--- src/rtl/cma_pkg.sv ---
// shared types and constants of the class moment accumulator
package cma_pkg;

	// field and store widths
	localparam int VAL_W  = 32;
	localparam int WGT_W  = 16;
	localparam int CNT_W  = 48;
	localparam int SUM_W  = 56;
	localparam int PAIR_W = 64;

	// 1.0 in Q16.16, used to turn the product unit into a plain x*w
	localparam logic signed [VAL_W-1:0] VAL_ONE = 32'sh0001_0000;

	// saturation limits of the sum and pair stores
	localparam logic signed [SUM_W-1:0] SUM_MAX = {1'b0, {(SUM_W-1){1'b1}}};
	localparam logic signed [SUM_W-1:0] SUM_MIN = {1'b1, {(SUM_W-1){1'b0}}};
	localparam logic signed [PAIR_W-1:0] PAIR_MAX = {1'b0, {(PAIR_W-1){1'b1}}};
	localparam logic signed [PAIR_W-1:0] PAIR_MIN = {1'b1, {(PAIR_W-1){1'b0}}};

	// pair modes
	localparam logic [1:0] PM_FULL = 2'd0;
	localparam logic [1:0] PM_DIAG = 2'd1;

	// configuration register indexes
	localparam logic [1:0] REG_DIMS    = 2'd0;
	localparam logic [1:0] REG_MODE    = 2'd1;
	localparam logic [1:0] REG_CLASSES = 2'd2;

	typedef enum logic [2:0] {
		CMD_ACC     = 3'd0,
		CMD_SUB     = 3'd1,
		CMD_MOVE    = 3'd2,
		CMD_CLR     = 3'd3,
		CMD_RD_CNT  = 3'd4,
		CMD_RD_SUM  = 3'd5,
		CMD_RD_PAIR = 3'd6
	} cmd_t;

	typedef enum logic [1:0] {
		STS_OK     = 2'd0,
		STS_RANGE  = 2'd1,
		STS_REJECT = 2'd2,
		STS_SAT    = 2'd3
	} status_t;

	typedef enum logic [3:0] {
		S_CLR,
		S_IDLE,
		S_EL_MUL,
		S_EL_WR,
		S_EL_BUF,
		S_EL_LDB,
		S_EL_MIR,
		S_EL_MWR,
		S_EL_FIN,
		S_MV_RSRC,
		S_MV_RDST,
		S_MV_WDST,
		S_MV_WSRC,
		S_RD_WAIT,
		S_DONE
	} state_t;

	// operands of the weighted product unit
	typedef struct packed {
		logic signed [VAL_W-1:0] a;
		logic signed [VAL_W-1:0] b;
		logic [WGT_W-1:0]        w;
		logic                    neg;
	} mul_req_t;

endpackage

--- src/rtl/cma_wprod.sv ---
// three-stage weighted product unit: +-floor(a*b / 2^16) * w
module cma_wprod (
	input  logic                                clk,
	input  cma_pkg::mul_req_t                   req,
	output logic signed [cma_pkg::PAIR_W-1:0]   prod_s3
);
	import cma_pkg::*;

	logic signed [2*VAL_W-1:0] p_s1;
	logic [WGT_W-1:0]          w_s1;
	logic                      neg_s1;
	logic [47:0]               lo_s2;
	logic signed [32:0]        hi_s2;
	logic                      neg_s2;
	logic signed [47:0]        sh;
	logic signed [PAIR_W-1:0]  tot;

	// floor shift is the arithmetic shift, i.e. the upper 48 bits
	assign sh  = p_s1[63:16];
	assign tot = {hi_s2[31:0], 32'd0} + {16'd0, lo_s2};

	// stage 1: full signed product
	always_ff @(posedge clk) begin
		p_s1   <= 64'(req.a) * 64'(req.b);
		w_s1   <= req.w;
		neg_s1 <= req.neg;
	end

	// stage 2: weight product split into two partial products
	always_ff @(posedge clk) begin
		lo_s2  <= 48'(sh[31:0]) * 48'(w_s1);
		hi_s2  <= 33'($signed(sh[47:32])) * 33'($signed({1'b0, w_s1}));
		neg_s2 <= neg_s1;
	end

	// stage 3: combine and apply sign
	always_ff @(posedge clk) begin
		prod_s3 <= neg_s2 ? -tot : tot;
	end

endmodule
--- config.mk ---
export PLATFORM = sky130hd
export DESIGN_NAME = cma_wprod
export DESIGN_NICKNAME = d
export VERILOG_FILES = /design/src/rtl/cma_pkg.sv /design/src/rtl/cma_wprod.sv
export SDC_FILE = /design/constraint.sdc
export NUM_CORES = 2
export LEC_CHECK = 0
export BUFFER_PORTS_ARGS = -buffer_cell sky130_fd_sc_hd__buf_2
export CORE_MARGIN = 3
export CORE_UTILIZATION = 40
export CTS_BUF_LIST = sky130_fd_sc_hd__clkbuf_8
export CTS_CLUSTER_DIAMETER = 80
export DETAILED_ROUTE_END_ITERATION = 8
export SYNTH_ARGS = -nofsm -noshare
export SYNTH_HDL_FRONTEND = slang
export SYNTH_SLANG_ARGS = --single-unit
--- constraint.sdc ---
create_clock -name clk -period 10.3 [get_ports clk]
set_input_delay 0.515 -clock clk [delete_from_list [all_inputs] [get_ports clk]]
set_output_delay 0.515 -clock clk [all_outputs]
set_load 0.01 [all_outputs]
==> flow_metrics.py <==
metrics = {
    "synthesis": {
        "syn-cell-area_sq_um": 66600,
        "ys_types": 85,
        "synth_nets": 9362,
        "synthArstFlopShare_pct": 0,
        "syn_inst": 7152,
        "synth_seq_cells": 210,
        "yosysSeqAreaShare_pct": 6.32,
        "synthFlopType": "dfxtp_1",
        "syn_avg_cell_area_sq_um": 9.31,
        "yosys_warnings": 0,
        "synth_edf_count": 0,
    },
    "die": {
        "die_y_um": 414,
        "dieArea_sq_um": 171000,
        "fp-row-count": 149,
        "ios": 146,
        "die_w_um": 414,
        "initial_utilization_pct": 40.3,
        "core_sq_um": 165000,
    },
    "routing": {
        "drt-total-wl_um": 175000,
        "wl_per_cell_um": 18.9,
        "vias": 46600,
        "detail_route.vias_per_cell": 5.03,
        "firstDrtPassIters": 6,
        "remaining_drc_errors": 0,
        "ant_nets": 0,
        "first_iter_violations": 2710,
    },
    "layout": {
        "final_common_cell": "fa_1",
        "final_nets": 9253,
        "instances_no_fill": 9266,
        "area_growth_pct": 5.19,
        "register_area_sq_um": 4220,
        "postLayoutCellArea_sq_um": 70000,
        "layout-drive-gt1-share_pct": 4.30,
        "final_cell_mix": "fa_1 (1694), inv_1 (1602), nand2_1 (1101)",
        "nFillCells": 16300,
        "multiInputGateArea_sq_um": 55000,
    },
    "placed_design": {
        "dpl.cell_count": 9179,
        "post-dp-hpwl_um": 140000,
        "post-place-ws_ns": 1.52,
        "place_congestion": 0.869,
        "io_buffer_count": 145,
        "placed_cell_area_sq_um": 69000,
    },
    "cts": {
        "clk_pin_slew_worst_paths_ns": 0.06,
        "cts-resized-gates": 0,
        "cts_root_buffer": "clkbuf_8",
        "cts_tree": "done",
        "h-tree-depth": 2,
        "numCtsBuffers": 40,
        "clock_latency_ns": 0.63,
        "postCtsSetupBuffers": 0,
        "cts.sinks": 210,
        "cts_buffer_depth": 3,
    },
    "sta": {
        "relSlewSlack_pct": 30.0,
        "tightest_slew_ns": 1.05,
        "fin_crit_ns": 8.17,
        "rsz0062_at_grt": "no",
        "clock.fmax_mhz": 122,
        "hold_viol": 0,
        "maxSlewViolCount": 0,
        "finalSetupTns_ns": 0,
        "post-route-period-util_pct": 79.3,
        "fin_skew_ns": 0.0514,
        "setup_viol": 0,
        "timing.final.ws_setup_ns": 2.13,
    },
    "grt": {
        "grt_use_total_pct": 21.2,
        "grt_max_degree": 66,
        "grt_first_pass_wirelength_um": 286000,
        "antenna_found_initial": 12,
        "grt-ovfl-total": 0,
        "grt_pass1_vias": 51700,
    },
    "hold_path": {
        "min_path_type": "input pin to register",
    },
    "outcome": {
        "outcome": "finished clean",
    },
    "job": {
        "drv_cap": 0,
    },
    "worst_setup_path": {
        "crit_path_end_kind": "register",
        "critPathMaxFanout": 32,
        "critPathArrivalTime_ns": 8.66,
        "critPathKind": "input pin to register",
        "cp_data_required_time_ns": 10.79,
        "cp-start-kind": "input pin",
    },
}
[worst max-delay path: stages]
cell and delay [ns]:
buf_2 0.48, nand2_1 0.25, inv_1 0.14, fa_1 0.39, inv_1 0.24, fa_1 0.46, inv_1 0.22, fa_1 0.50
fa_1 0.85, inv_1 0.39, fa_1 0.58, inv_1 0.06, fa_1 0.54, inv_1 0.05, fa_1 0.47, inv_1 0.05
fa_1 0.47, ha_1 0.34, inv_1 0.08, o21ai_0 0.09, a21oi_1 0.15, nor2_1 0.05, o41ai_1 0.37, o21ai_0 0.14
a21oi_1 0.15, o31ai_1 0.15, a221oi_1 0.34, xnor2_1 0.12
[worst paths after layout]
check	startpoint	cells past startpoint	slack, ns	to
setup reg to reg	w_s1[12]	24	2.14	hi_s2[30]
hold reg to reg	neg_s1	0	0.33	neg_s2
setup / recovery	req[80]	28	2.13	p_s1[63]
hold / removal	req[8]	1	0.05	w_s1[7]
[timing repair]
action / 4_1_cts / 5_1_grt
hold buffers: 11 / 0
endpoints found under the setup margin: 0 / 0
endpoints found under the hold margin: 11 / 0
[area by class of cell]
type / instances / share of cell area (%)
multi-input cells: 4997 / 78.6
inverters: 1596 / 8.56
flip-flops and latches: 210 / 6.02
well taps: 2189 / 3.91
repair buffers: 198 / 1.66
clock buffers: 48 / 0.944
clock inverters: 23 / 0.323
diodes: 5 / 0.0179
[per-layer routing]
layer / global-route usage [%] / wire, um / vias to the layer above
li1: - / - / 20700
met1: 29.9 / 79000 / 24200
met2: 35.0 / 80900 / 1524
met3: 3.13 / 11900 / 213
met4: 3.69 / 2980 / 4
met5: 0 / 27 / -
[Yosys cell counts, drive strengths merged, types with 6 or more instances]
library cell,n,area (sq um)
a31oi,17,106
buf,8,51.3
o21a,33,250
a21o,58,438
a311oi,6,52.6
a21boi,8,60.1
o41ai,13,114
and3,23,144
nor2,114,428
fa,1694,33900
a211oi,20,155
ha,434,5430
o31ai,27,203
or3,12,75.1
dfxtp,210,4200
xor2,38,333
o21ai,88,448
or2,8,50.1
a21oi,112,564
nor2b,47,294
a211o,7,62.6
xnor2,163,1440
o211ai,12,90.1
clkbuf,341,1310
inv,1596,5990
nand2,1102,4140
nand3,32,160
nand4,21,131
nor3,34,175
a31o,6,52.6
or4,11,86.3
and2,754,4720
nand2b,30,188
o21bai,10,75.1
[sequential cells by signal (all words and copies together) (netlist names)]
| name | flops |
|---|---|
| lo_s2 | 48 |
| w_s1 | 16 |
| neg_s2 | 1 |
| p_s1 | 48 |
| hi_s2 | 32 |
| prod_s3 | 64 |
| neg_s1 | 1 |
[metrics by stage]
step / hold slack, ns / util [%]
final: 0.0514 / 42.4
after CTS: 0.0167 / 42.4
after global routing: 0.0333 / 42.4
after floorplan: 0.310 / -
after global placement: 0.321 / 41.8
after detailed placement: 0.320 / 41.8
[logic make-up (layout without fill, tap and decap cells)]
kind of cell,Yosys count,after routing,share of synthesized area (%)
simple gates,2209,2209,16.2
fa+ha+maj,2128,2128,59.1
buf+inv,1945,1865,11.0
compound gates,455,455,4.58
flops,210,210,6.32
xor+xnor,201,201,2.66
mux,4,4,0.0639
other cells,0,5,0
Power is not shown: default switching activity piles up to over one toggle a cycle in this logic, so the estimate is an artifact.
